[src/sv/dfc_pkg.sv]
// ----------------------------------------------------------------------------
// dfc_pkg: shared types and constants of the delimited field cutter
// Holds the register index codes, fixed byte codes and the request record
// that travels from the front to the back through the request queue.
// ----------------------------------------------------------------------------
package dfc_pkg;

  localparam logic [7:0] NL_BYTE  = 8'h0A;
  localparam logic [7:0] TAB_BYTE = 8'h09;

  // Widest hold count over the supported hold depths (up to 256 entries).
  localparam int HOLD_CNT_W = 9;
  // The output delimiter never exceeds four bytes.
  localparam int JOIN_BYTES_MAX = 4;

  typedef enum logic [2:0] {
    CFG_SPLIT_CHAR  = 3'd0,
    CFG_JOIN_BYTES  = 3'd1,
    CFG_JOIN_LEN    = 3'd2,
    CFG_PICK_MASK   = 3'd3,
    CFG_PICK_FROM   = 3'd4,
    CFG_DROP_PLAIN  = 3'd5
  } cfg_idx_t;

  // One request: first flush_n held bytes, then tail_len bytes of tail_data.
  typedef struct packed {
    logic [HOLD_CNT_W-1:0]         flush_n;
    logic [2:0]                    tail_len;
    logic [8*JOIN_BYTES_MAX-1:0]   tail_data;
    logic                          ovf;
    logic                          line_end;
  } cmd_t;

endpackage

[src/sv/dfc_ram.sv]
// ----------------------------------------------------------------------------
// dfc_ram: generic single-write, single-read RAM
// One write port and one read port with registered read data.
// ----------------------------------------------------------------------------
module dfc_ram #(
  parameter int WIDTH = 8,
  parameter int DEPTH = 32
) (
  input  logic                     clk,
  input  logic                     we,
  input  logic [$clog2(DEPTH)-1:0] waddr,
  input  logic [WIDTH-1:0]         wdata,
  input  logic                     re,
  input  logic [$clog2(DEPTH)-1:0] raddr,
  output logic [WIDTH-1:0]         rdata
);

  logic [WIDTH-1:0] mem_r [DEPTH];

  always_ff @(posedge clk) begin
    if (we) begin
      mem_r[waddr] <= wdata;
    end
    if (re) begin
      rdata <= mem_r[raddr];
    end
  end

endmodule

[src/sv/dfc_cmd_queue.sv]
// ----------------------------------------------------------------------------
// dfc_cmd_queue: two-entry request queue between front and back
// Lets the front accept input while the back is still emitting bytes.
// ----------------------------------------------------------------------------
module dfc_cmd_queue
  import dfc_pkg::*;
(
  input  logic clk,
  input  logic rst_n,
  input  logic push,
  input  cmd_t din,
  output logic full,
  input  logic pop,
  output cmd_t dout,
  output logic empty
);

  cmd_t       ent_r [2];
  logic       wr_ptr_r;
  logic       rd_ptr_r;
  logic [1:0] cnt_r;

  assign full  = (cnt_r == 2'd2);
  assign empty = (cnt_r == 2'd0);
  assign dout  = ent_r[rd_ptr_r];

  always_ff @(posedge clk) begin
    if (!rst_n) begin
      wr_ptr_r <= 1'b0;
      rd_ptr_r <= 1'b0;
      cnt_r    <= 2'd0;
    end else begin
      if (push) begin
        ent_r[wr_ptr_r] <= din;
        wr_ptr_r        <= ~wr_ptr_r;
      end
      if (pop) begin
        rd_ptr_r <= ~rd_ptr_r;
      end
      cnt_r <= cnt_r + 2'(push) - 2'(pop);
    end
  end

endmodule

[src/sv/dfc_front.sv]
// ----------------------------------------------------------------------------
// dfc_front: input classifier of the delimited field cutter
// Holds the configuration, tracks the field number and line flags, stores
// held first-field bytes and issues at most one output request per input item.
// ----------------------------------------------------------------------------
module dfc_front
  import dfc_pkg::*;
#(
  parameter int HOLD_DEPTH  = 32,
  parameter int MASK_FIELDS = 64,
  parameter int JOIN_MAX    = 4
) (
  input  logic                          clk,
  input  logic                          rst_n,
  input  logic                          cfg_we,
  input  logic [2:0]                    cfg_addr,
  input  logic [63:0]                   cfg_wdata,
  input  logic                          in_valid,
  output logic                          in_ready,
  input  logic [7:0]                    in_byte,
  input  logic                          in_has,
  input  logic                          in_last,
  input  logic                          q_full,
  output logic                          q_push,
  output cmd_t                          q_cmd,
  output logic                          hold_we,
  output logic [$clog2(HOLD_DEPTH)-1:0] hold_waddr,
  output logic [7:0]                    hold_wdata,
  input  logic                          flush_done,
  output logic                          flush_pend
);

  localparam int AW       = $clog2(HOLD_DEPTH);
  localparam int CW       = $clog2(HOLD_DEPTH + 1);
  localparam int MIW      = $clog2(MASK_FIELDS);
  localparam int JOIN_LIM = (JOIN_MAX < JOIN_BYTES_MAX) ? JOIN_MAX : JOIN_BYTES_MAX;
  localparam int JW       = 8 * JOIN_LIM;

  logic [7:0]             split_char_r;
  logic [JW-1:0]          join_bytes_r;
  logic [2:0]             join_len_r;
  logic [MASK_FIELDS-1:0] pick_mask_r;
  logic [15:0]            pick_from_r;
  logic                   drop_r;

  logic [15:0]   field_num_r, field_num_nxt;
  logic          none_out_r, none_out_nxt;
  logic          delim_seen_r, delim_seen_nxt;
  logic          has_content_r, has_content_nxt;
  logic [CW-1:0] hold_cnt_r, hold_cnt_nxt;
  logic          ovf_r, ovf_nxt;
  logic          flush_pend_r, flush_pend_nxt;

  logic          accept;
  logic [15:0]   fn_inc;
  logic          sel_cur, sel_inc;
  logic          is_nl, content;
  logic [2:0]    join_n;
  logic [CW-1:0] flush_n;
  logic [2:0]    tail_len;
  logic [31:0]   tail_data;
  logic          rec_ovf;

  function automatic logic sel_field(input logic [15:0] f,
                                     input logic [MASK_FIELDS-1:0] mask,
                                     input logic [15:0] from);
    logic [15:0] fm1;
    logic        in_rng;
    fm1    = f - 16'd1;
    in_rng = (f != 16'd0) && (f <= 16'(MASK_FIELDS));
    return (in_rng && mask[fm1[MIW-1:0]]) || ((from != 16'd0) && (f >= from));
  endfunction

  assign accept  = in_valid && in_ready;
  assign fn_inc  = (field_num_r == 16'hFFFF) ? field_num_r : field_num_r + 16'd1;
  assign sel_cur = sel_field(field_num_r, pick_mask_r, pick_from_r);
  assign sel_inc = sel_field(fn_inc, pick_mask_r, pick_from_r);
  assign is_nl   = in_has && in_last && (in_byte == NL_BYTE);
  assign content = in_has && !is_nl;
  assign join_n  = (join_len_r > 3'(JOIN_LIM)) ? 3'(JOIN_LIM) : join_len_r;

  assign hold_waddr = hold_cnt_r[AW-1:0];
  assign hold_wdata = in_byte;
  assign in_ready   = !q_full && !flush_pend_r;
  assign flush_pend = flush_pend_r;

  always_comb begin
    field_num_nxt   = field_num_r;
    none_out_nxt    = none_out_r;
    delim_seen_nxt  = delim_seen_r;
    has_content_nxt = has_content_r;
    hold_cnt_nxt    = hold_cnt_r;
    ovf_nxt         = ovf_r;
    flush_n         = '0;
    tail_len        = 3'd0;
    tail_data       = 32'd0;
    hold_we         = 1'b0;
    rec_ovf         = ovf_r;
    if (accept) begin
      if (content) begin
        if (!has_content_r) begin
          has_content_nxt = 1'b1;
          if (sel_cur) begin
            none_out_nxt = 1'b0;
          end
        end
        if (in_byte == split_char_r) begin
          flush_n        = hold_cnt_r;
          hold_cnt_nxt   = '0;
          delim_seen_nxt = 1'b1;
          field_num_nxt  = fn_inc;
          if (sel_inc) begin
            if (!none_out_nxt) begin
              tail_len  = join_n;
              tail_data = 32'(join_bytes_r);
            end
            none_out_nxt = 1'b0;
          end
        end else if (sel_cur) begin
          if (drop_r && !delim_seen_r) begin
            // Field one is held until a delimiter shows the line is kept.
            if (hold_cnt_r < CW'(HOLD_DEPTH)) begin
              hold_we      = 1'b1;
              hold_cnt_nxt = hold_cnt_r + CW'(1);
            end else begin
              ovf_nxt = 1'b1;
            end
          end else begin
            flush_n      = hold_cnt_r;
            hold_cnt_nxt = '0;
            tail_len     = 3'd1;
            tail_data    = {24'd0, in_byte};
          end
        end
      end
      rec_ovf = ovf_nxt;
      if (in_last) begin
        // A line with content but no delimiter vanishes in drop mode.
        if (!(has_content_nxt && drop_r && !delim_seen_nxt)) begin
          if (hold_cnt_nxt != '0) begin
            flush_n = hold_cnt_nxt;
          end
          if (is_nl) begin
            tail_len  = 3'd1;
            tail_data = {24'd0, NL_BYTE};
          end
        end
        field_num_nxt   = 16'd1;
        none_out_nxt    = 1'b1;
        delim_seen_nxt  = 1'b0;
        has_content_nxt = 1'b0;
        hold_cnt_nxt    = '0;
        ovf_nxt         = 1'b0;
      end
    end
  end

  assign q_push = accept && ((flush_n != '0) || (tail_len != 3'd0));

  always_comb begin
    q_cmd.flush_n   = HOLD_CNT_W'(flush_n);
    q_cmd.tail_len  = tail_len;
    q_cmd.tail_data = tail_data;
    q_cmd.ovf       = rec_ovf;
    q_cmd.line_end  = in_last;
  end

  // The input waits while a flush is pending so that new held bytes never
  // overwrite entries the back has not read yet.
  always_comb begin
    flush_pend_nxt = flush_pend_r;
    if (flush_done) begin
      flush_pend_nxt = 1'b0;
    end else if (q_push && (flush_n != '0)) begin
      flush_pend_nxt = 1'b1;
    end
  end

  always_ff @(posedge clk) begin
    if (!rst_n) begin
      split_char_r  <= TAB_BYTE;
      join_bytes_r  <= JW'(TAB_BYTE);
      join_len_r    <= 3'd1;
      pick_mask_r   <= '0;
      pick_from_r   <= 16'd0;
      drop_r        <= 1'b0;
      field_num_r   <= 16'd1;
      none_out_r    <= 1'b1;
      delim_seen_r  <= 1'b0;
      has_content_r <= 1'b0;
      hold_cnt_r    <= '0;
      ovf_r         <= 1'b0;
      flush_pend_r  <= 1'b0;
    end else begin
      if (cfg_we) begin
        unique case (cfg_addr)
          CFG_SPLIT_CHAR: split_char_r <= cfg_wdata[7:0];
          CFG_JOIN_BYTES: join_bytes_r <= cfg_wdata[JW-1:0];
          CFG_JOIN_LEN:   join_len_r   <= cfg_wdata[2:0];
          CFG_PICK_MASK:  pick_mask_r  <= cfg_wdata[MASK_FIELDS-1:0];
          CFG_PICK_FROM:  pick_from_r  <= cfg_wdata[15:0];
          CFG_DROP_PLAIN: drop_r       <= cfg_wdata[0];
          default: ;
        endcase
      end
      field_num_r   <= field_num_nxt;
      none_out_r    <= none_out_nxt;
      delim_seen_r  <= delim_seen_nxt;
      has_content_r <= has_content_nxt;
      hold_cnt_r    <= hold_cnt_nxt;
      ovf_r         <= ovf_nxt;
      flush_pend_r  <= flush_pend_nxt;
    end
  end

endmodule

[src/sv/dfc_back.sv]
// ----------------------------------------------------------------------------
// dfc_back: output sequencer of the delimited field cutter
// Expands each request into output bytes, one per cycle while the output
// queue has room: held bytes read from the hold store first, then the tail bytes.
// ----------------------------------------------------------------------------
module dfc_back
  import dfc_pkg::*;
#(
  parameter int HOLD_DEPTH = 32
) (
  input  logic                          clk,
  input  logic                          rst_n,
  input  logic                          q_empty,
  output logic                          q_pop,
  input  cmd_t                          q_cmd,
  output logic                          hold_re,
  output logic [$clog2(HOLD_DEPTH)-1:0] hold_raddr,
  input  logic [7:0]                    hold_rdata,
  output logic                          flush_done,
  output logic                          out_valid,
  input  logic                          out_ready,
  output logic [7:0]                    out_byte,
  output logic                          out_run_last,
  output logic                          out_line_done,
  output logic                          out_ovf
);

  localparam int AW       = $clog2(HOLD_DEPTH);
  localparam int OQ_DEPTH = 4;

  typedef struct packed {
    logic [7:0] b;
    logic       run_last;
    logic       line_done;
    logic       ovf;
  } res_t;

  cmd_t                  cur_r;
  logic                  cur_valid_r;
  logic [HOLD_CNT_W-1:0] fidx_r;
  logic [1:0]            tidx_r;

  logic       s1_valid_r;
  logic       s1_from_ram_r;
  logic [7:0] s1_byte_r;
  logic       s1_run_last_r;
  logic       s1_line_done_r;
  logic       s1_ovf_r;

  res_t       oq_r [OQ_DEPTH];
  logic [1:0] oq_wr_r, oq_rd_r;
  logic [2:0] oq_cnt_r;

  logic can_issue, issue, in_flush, flush_end, tail_end, rec_end, oq_pop;
  res_t oq_in;

  // Room is reserved for the byte still in the read stage.
  assign can_issue = (4'(oq_cnt_r) + 4'(s1_valid_r)) < 4'(OQ_DEPTH);
  assign issue     = cur_valid_r && can_issue;
  assign in_flush  = fidx_r < cur_r.flush_n;
  assign flush_end = (fidx_r + HOLD_CNT_W'(1)) == cur_r.flush_n;
  assign tail_end  = ({1'b0, tidx_r} + 3'd1) == cur_r.tail_len;
  assign rec_end   = in_flush ? (flush_end && (cur_r.tail_len == 3'd0)) : tail_end;

  assign q_pop      = !q_empty && (!cur_valid_r || (issue && rec_end));
  assign hold_re    = issue && in_flush;
  assign hold_raddr = fidx_r[AW-1:0];
  assign flush_done = issue && in_flush && flush_end;

  assign oq_pop = (oq_cnt_r != 3'd0) && out_ready;

  always_comb begin
    oq_in.b         = s1_from_ram_r ? hold_rdata : s1_byte_r;
    oq_in.run_last  = s1_run_last_r;
    oq_in.line_done = s1_line_done_r;
    oq_in.ovf       = s1_ovf_r;
  end

  assign out_valid     = oq_cnt_r != 3'd0;
  assign out_byte      = oq_r[oq_rd_r].b;
  assign out_run_last  = oq_r[oq_rd_r].run_last;
  assign out_line_done = oq_r[oq_rd_r].line_done;
  assign out_ovf       = oq_r[oq_rd_r].ovf;

  always_ff @(posedge clk) begin
    if (!rst_n) begin
      cur_valid_r <= 1'b0;
      s1_valid_r  <= 1'b0;
      oq_wr_r     <= 2'd0;
      oq_rd_r     <= 2'd0;
      oq_cnt_r    <= 3'd0;
    end else begin
      if (q_pop) begin
        cur_r       <= q_cmd;
        cur_valid_r <= 1'b1;
        fidx_r      <= '0;
        tidx_r      <= 2'd0;
      end else if (issue && rec_end) begin
        cur_valid_r <= 1'b0;
      end else if (issue) begin
        if (in_flush) begin
          fidx_r <= fidx_r + HOLD_CNT_W'(1);
        end else begin
          tidx_r <= tidx_r + 2'd1;
        end
      end

      s1_valid_r <= issue;
      if (issue) begin
        s1_from_ram_r  <= in_flush;
        s1_byte_r      <= cur_r.tail_data[{tidx_r, 3'b000} +: 8];
        s1_run_last_r  <= rec_end;
        s1_line_done_r <= rec_end && cur_r.line_end;
        s1_ovf_r       <= cur_r.ovf;
      end

      if (s1_valid_r) begin
        oq_r[oq_wr_r] <= oq_in;
        oq_wr_r       <= oq_wr_r + 2'd1;
      end
      if (oq_pop) begin
        oq_rd_r <= oq_rd_r + 2'd1;
      end
      oq_cnt_r <= oq_cnt_r + 3'(s1_valid_r) - 3'(oq_pop);
    end
  end

endmodule

[src/sv/delimited_field_cutter_top.sv]
// ----------------------------------------------------------------------------
// delimited_field_cutter_top: byte-stream field cutter
// Usage: one byte of a text line enters per request on the in_ channel; the
// line ends at the request with in_tlast. Bytes of the selected fields leave
// on the out_ channel, one per request, with the output delimiter between
// selected fields and the trailing newline kept. out_tlast marks the byte
// that completes a line, out_tuser[0] the last byte caused by one input
// request, out_tuser[1] a line whose held first field overflowed.
// A request passes through the request queue, the current-request register,
// the read stage and the output queue before its first result appears.
// Pass-through bytes flow at one per cycle unless stalled. Held bytes are
// read one by one from the hold store; no input is taken after their release
// is queued until the last one has been read. When the receiver stalls, a
// four-entry output queue and a two-entry request queue fill, then in_tready
// drops. Reset (synchronous, rst_n low) restores the default configuration,
// starts a fresh line and empties all queues. The user must write the
// configuration port only while no line is in progress and all results are
// delivered; the block itself does not enforce this.
// ----------------------------------------------------------------------------
module delimited_field_cutter_top
  import dfc_pkg::*;
#(
  parameter int HOLD_DEPTH  = 32,
  parameter int MASK_FIELDS = 64,
  parameter int JOIN_MAX    = 4
) (
  input  logic        clk,
  input  logic        rst_n,
  // Input requests.
  input  logic        in_tvalid,
  output logic        in_tready,
  input  logic [7:0]  in_tdata,   // [7:0] data_byte
  input  logic        in_tuser,   // [0] has_byte
  input  logic        in_tlast,   // line_last
  // Result requests.
  output logic        out_tvalid,
  input  logic        out_tready,
  output logic [7:0]  out_tdata,  // [7:0] out_byte
  output logic [1:0]  out_tuser,  // [0] run_last, [1] hold_overflow
  output logic        out_tlast,  // line_done
  // Configuration writes.
  input  logic        cfg_we,
  input  logic [2:0]  cfg_addr,
  input  logic [63:0] cfg_wdata
);

  localparam int AW = $clog2(HOLD_DEPTH);

  logic          q_push, q_full, q_pop, q_empty;
  cmd_t          q_din, q_dout;
  logic          hold_we, hold_re;
  logic [AW-1:0] hold_waddr, hold_raddr;
  logic [7:0]    hold_wdata, hold_rdata;
  logic          flush_done, flush_pend;

  // The front classifies each byte against the field selection and decides
  // what the line emits; it writes held first-field bytes into the store.
  dfc_front #(
    .HOLD_DEPTH (HOLD_DEPTH),
    .MASK_FIELDS(MASK_FIELDS),
    .JOIN_MAX   (JOIN_MAX)
  ) u_front (
    .clk       (clk),
    .rst_n     (rst_n),
    .cfg_we    (cfg_we),
    .cfg_addr  (cfg_addr),
    .cfg_wdata (cfg_wdata),
    .in_valid  (in_tvalid),
    .in_ready  (in_tready),
    .in_byte   (in_tdata),
    .in_has    (in_tuser),
    .in_last   (in_tlast),
    .q_full    (q_full),
    .q_push    (q_push),
    .q_cmd     (q_din),
    .hold_we   (hold_we),
    .hold_waddr(hold_waddr),
    .hold_wdata(hold_wdata),
    .flush_done(flush_done),
    .flush_pend(flush_pend)
  );

  dfc_cmd_queue u_queue (
    .clk  (clk),
    .rst_n(rst_n),
    .push (q_push),
    .din  (q_din),
    .full (q_full),
    .pop  (q_pop),
    .dout (q_dout),
    .empty(q_empty)
  );

  // Hold store for the first field of a line in drop mode.
  dfc_ram #(
    .WIDTH(8),
    .DEPTH(HOLD_DEPTH)
  ) u_hold (
    .clk  (clk),
    .we   (hold_we),
    .waddr(hold_waddr),
    .wdata(hold_wdata),
    .re   (hold_re),
    .raddr(hold_raddr),
    .rdata(hold_rdata)
  );

  // The back turns each request into output bytes at one byte per cycle unless stalled.
  dfc_back #(
    .HOLD_DEPTH(HOLD_DEPTH)
  ) u_back (
    .clk          (clk),
    .rst_n        (rst_n),
    .q_empty      (q_empty),
    .q_pop        (q_pop),
    .q_cmd        (q_dout),
    .hold_re      (hold_re),
    .hold_raddr   (hold_raddr),
    .hold_rdata   (hold_rdata),
    .flush_done   (flush_done),
    .out_valid    (out_tvalid),
    .out_ready    (out_tready),
    .out_byte     (out_tdata),
    .out_run_last (out_tuser[0]),
    .out_line_done(out_tlast),
    .out_ovf      (out_tuser[1])
  );

  // A release of held bytes can only finish if the front queued one.
  a_flush_done_pending: assert property (@(posedge clk) disable iff (!rst_n)
    flush_done |-> flush_pend)
    else $error("held-byte release finished with none pending");

  // The hold store is never written while its bytes are being released.
  a_no_hold_write_in_flush: assert property (@(posedge clk) disable iff (!rst_n)
    hold_we |-> !flush_pend)
    else $error("hold store written during a release");

  // The request queue is never pushed when full.
  a_queue_no_overrun: assert property (@(posedge clk) disable iff (!rst_n)
    q_push |-> !q_full)
    else $error("request queue overrun");

endmodule

[config.mk]
export PLATFORM = sky130hd
export DESIGN_NAME = delimited_field_cutter_top
export DESIGN_NICKNAME = d
export VERILOG_FILES = /design/src/sv/dfc_pkg.sv /design/src/sv/dfc_ram.sv /design/src/sv/dfc_cmd_queue.sv /design/src/sv/dfc_front.sv /design/src/sv/dfc_back.sv /design/src/sv/delimited_field_cutter_top.sv
export SDC_FILE = /design/constraint.sdc
export NUM_CORES = 1
export LEC_CHECK = 0
export BUFFER_PORTS_ARGS = -buffer_cell sky130_fd_sc_hd__buf_2
export CAP_MARGIN = 10
export CORE_UTILIZATION = 60
export CTS_CLUSTER_DIAMETER = 100
export DETAILED_ROUTE_END_ITERATION = 10
export GPL_TIMING_DRIVEN = 1
export PLACE_DENSITY = 0.88
export SLEW_MARGIN = 20
export SYNTH_ARGS = -nofsm -noshare
export SYNTH_HDL_FRONTEND = slang
export SYNTH_SLANG_ARGS = --single-unit
[constraint.sdc]
create_clock -name clk -period 8.9 [get_ports clk]
set_input_delay 0.445 -clock clk [delete_from_list [all_inputs] [get_ports clk]]
set_output_delay 0.445 -clock clk [all_outputs]
set_load 0.1 [all_outputs]
==> impl_metrics.py <==
metrics = {
    "outcome": {
        "outcome": "complete, but fails checks",
        "violations": "design-rule violations",
    },
    "clock_tree": {
        "cts_buffer_depth": 3,
        "cts_root_buf": "clkbuf_16",
        "htreeDepth": 2,
        "cts_hold_buffers": 0,
        "cts_resized": 0,
        "cts_tree": "yes",
        "cts.sinks": 626,
        "cts_setup_buffers": 0,
        "cts_made_buffers": 58,
        "clk_pin_slew_worst_paths_ns": 0.07,
        "clkLatencyLatePin_ns": 0.63,
    },
    "final_layout": {
        "fillCellCount": 2935,
        "regArea_sq_mm": 0.01714,
        "drive_gt1_share_pct": 19.98,
        "design_area_sq_mm": 0.03065,
        "fin_nets": 2269,
        "multi_input_area_sq_mm": 0.009951,
        "stdcell_count": 2783,
        "fin_util_pct": 67.25,
        "area_growth_pct": 10.27,
    },
    "placed_design": {
        "post-dp-hpwl_microns": 42650,
        "portBuffers": 94,
        "dpl-instance-area_sq_mm": 0.02866,
        "place_inst": 2670,
        "place.gp.congestion": 0.9391,
    },
    "drt": {
        "drt-total-wl_microns": 66270,
        "wl_per_cell_microns": 23.81,
        "drt_iter0_markers": 1827,
        "drtAntennaViolNets": 0,
        "vias": 17650,
        "first_pass_iters": 9,
        "drc": 1,
        "avgViaCountPerCell": 6.344,
    },
    "timing": {
        "fmax_mhz": 148.9,
        "worst_pin_slew_ns": 1.110,
        "final_max_slew_viol_count": 0,
        "finalHoldViolations": 0,
        "finalCritPeriodShare_pct": 75.45,
        "finalSetupViolCount": 0,
        "relSlewSlack_pct": 25.99,
        "fin_crit_ns": 6.715,
        "rsz0062_at_grt": "no",
        "finalClockSkew_ns": 0.02537,
        "fin_setup_tns_ns": 0,
    },
    "logic_synthesis": {
        "synth_top_area_cell": "edfxtp_1",
        "syn-cell-area_sq_mm": 0.02780,
        "synth_edf_count": 460,
        "synth-seq-cells": 626,
        "synth_top_area_share_pct": 49.69,
        "async_reset_ff_share_pct": 0,
        "syn_nets": 2214,
        "ys_types": 95,
        "synth_ff_type": "edfxtp_1",
        "synth_most_common_cell": "edfxtp_1",
        "synth.yosys.seq_area_share_pct": 61.65,
        "syn_inst": 2077,
        "syn_avg_cell_area_sq_um": 13.38,
        "synth_warnings": 0,
        "synth.area.top_cells": "edfxtp_1 (50%), dfxtp_1 (12%), mux4_2 (9.8%)",
        "synth.cells.most_frequent": "edfxtp_1 (460), nand2_1 (298), dfxtp_1 (166), a21oi_1 (150), nor2_1 (123)",
    },
    "global_routing": {
        "grt_pass1_vias": 17780,
        "grt_overflow": 0,
        "grt_pass1_wl_microns": 101800,
        "grt_max_degree": 100,
        "antenna_found_initial": 2,
        "grtUsageTotal_pct": 28.39,
    },
    "pwr": {
        "pwr-share-seq_pct": 47.0,
        "p_sw_share_pct": 28.11,
        "peakVddDrop_uv": 266.6,
        "internal_power_mw": 5.321,
        "combPwrFrac_pct": 19.0,
        "p_sw_mw": 2.081,
        "p_per_area_mw_per_mm2": 241.5,
        "clockPowerShare_pct": 34.0,
        "p_leak_nw": 10.23,
    },
    "die": {
        "die_h_microns": 217.2,
        "ios": 95,
        "die-width_microns": 217.2,
        "start_util_pct": 60.99,
        "core_sq_mm": 0.04558,
        "rows": 78,
        "die_area_sq_mm": 0.04720,
    },
    "critical_path": {
        "endpoint": "u_queue.ent_r[0][22]$_DFFE_PP_",
        "reg2regPathDepth": 17,
        "path_cells": "ha_1 -> nand3_1 -> nor4_4 -> buf_4 -> xnor2_1 -> clkinv_2 -> ha_1 -> clkinv_1 -> mux4_2 -> mux2i_1 -> o41ai_1 -> nor4_1 -> o41ai_4 -> a21o_1 -> o21bai_2 -> nor3b_2 -> buf_4",
        "r2r-end": "u_queue.ent_r[0][22]$_DFFE_PP_",
        "path_class": "reg -> reg",
        "max_stage_delay_ns": 0.76,
        "cpMaxStageDelayCell": "ha_1",
        "reg2reg_setup_slack_ns": 2.18,
        "startpoint": "u_front.field_num_r[1]$_SDFFE_PN0P_",
        "endpoint_kind": "flip-flop",
        "cp-start-kind": "flip-flop",
        "critPathArrivalTime_ns": 6.97,
        "path_max_fanout": 37,
        "r2r-start": "u_front.field_num_r[1]$_SDFFE_PN0P_",
        "cp.required_ns": 9.16,
    },
    "run": {
        "maxCapViolCount": 0,
    },
    "worst_hold_path": {
        "hp-class": "in -> reg",
    },
}
==> layout make-up <==
class / count / share of cell area [%]
Sequential cell: 626 / 55.91
Antenna cell: 1 / 0.008164
Tap cell: 600 / 2.449
Clock inverter: 43 / 1.384
Timing Repair Buffer: 114 / 2.114
Multi-Input combinational cell: 1274 / 32.46
Clock buffer: 67 / 4.947
Inverter: 58 / 0.7225
==> per-layer routing <==
metal	vias up	global-route usage, %	share of wire, %
met1	8747	37.24	39
li1	7914	-	-
met2	823	47.50	50
met4	0	11.27	3.8
met5	-	0	0
met3	170	4.584	7.4
==> how the worst min path moves through the flow <==
stage | to | slack [ns] | from | cells after the start
floorplan | u_back.s1_ovf_r$_DFFE_PP_ | 0.40 | u_back.cur_r[1]$_DFFE_PP_ | 0
global placement | u_back.s1_ovf_r$_DFFE_PP_ | 0.42 | u_back.cur_r[1]$_DFFE_PP_ | 0
detailed placement | u_back.s1_ovf_r$_DFFE_PP_ | 0.41 | u_back.cur_r[1]$_DFFE_PP_ | 0
CTS | u_front.pick_mask_r[46]$_SDFFE_PN0P_ | 0.03 | cfg_wdata[46] | 3
global route | u_front.pick_mask_r[61]$_SDFFE_PN0P_ | 0.05 | cfg_wdata[61] | 3
finish | u_front.pick_mask_r[46]$_SDFFE_PN0P_ | 0.06 | cfg_wdata[46] | 3
==> worst max-delay path, delay by kind of cell (launching register included) <==
family                   cells  cell delay [ns]
multiplexers                 2             0.41
AND/OR/NAND/NOR              4             1.16
adder cells (fa/ha/maj)      2             1.25
XOR/XNOR                     1             0.17
flip-flops                   1             0.57
buffers and inverters        4             1.56
AO/OA/AOI/OAI                4             1.19
==> power by group through the flow <==
stage / logic [mW] / clock network (mW) / registers (mW)
3_5_place_dp: 1.35 / 0 / 3.55
2_1_floorplan: 1.08 / 0 / 3.43
3_3_place_gp: 1.30 / 0 / 3.53
6_report: 1.41 / 2.51 / 3.48
4_1_cts: 1.38 / 2.54 / 3.49
5_1_grt: 1.48 / 2.65 / 3.49
==> flip-flops by register name (all words and copies together), names as in the netlist, 2 cells and up, named ones only <==
| register | flops |
|---|---|
| u_back.cur_r | 43 |
| u_back.fidx_r | 9 |
| u_back.oq_cnt_r | 3 |
| u_back.oq_r | 44 |
| u_back.oq_rd_r | 2 |
| u_back.oq_wr_r | 2 |
| u_back.s1_byte_r | 8 |
| u_back.tidx_r | 2 |
| u_front.field_num_r | 16 |
| u_front.hold_cnt_r | 6 |
| u_front.join_bytes_r | 32 |
| u_front.join_len_r | 3 |
| u_front.pick_from_r | 16 |
| u_front.pick_mask_r | 64 |
| u_front.split_char_r | 8 |
| u_hold.mem_r | 256 |
| u_hold.rdata | 8 |
| u_queue.cnt_r | 2 |
| u_queue.ent_r | 86 |
==> layout by cell type (no fill, tap or decap), drive strengths merged, types with 10 or more instances in the layout <==
| cell type | instances |
|---|---|
| mux2i | 24 |
| inv | 60 |
| and2 | 39 |
| xnor2 | 25 |
| a21oi | 150 |
| edfxtp | 460 |
| buf | 114 |
| o211ai | 12 |
| nor2 | 125 |
| a22oi | 17 |
| and3 | 10 |
| clkinv | 28 |
| xor2 | 25 |
| dfxtp | 166 |
| mux4 | 121 |
| a2111oi | 10 |
| ha | 54 |
| nand3 | 34 |
| nor4 | 19 |
| mux2 | 67 |
| o21a | 12 |
| nor3 | 20 |
| nor2b | 16 |
| nand4 | 19 |
| or3 | 16 |
| nand2 | 299 |
| o21ai | 39 |
| clkbuf | 67 |
==> metrics by stage <==
step	worst slack, ns	total power, mW	hold slack, ns
floorplan	1.566	4.512	0.4003
global placement	2.432	4.833	0.4150
detailed placement	2.301	4.899	0.4071
CTS	2.247	7.410	0.03062
global route	1.667	7.631	0.04672
finish	2.185	7.402	0.05563
==> logic make-up after synthesis <==
kind of cell / Yosys count / synth area share [%]
AND/OR/NAND/NOR: 641 / 10.92
flip-flops: 626 / 61.65
AO/OA/AOI/OAI: 315 / 7.247
multiplexers: 212 / 13.38
buffers and inverters: 177 / 2.660
adder cells (fa/ha/maj): 56 / 2.539
XOR/XNOR: 50 / 1.602
No activity file was read; power rests on OpenSTA's default activity.
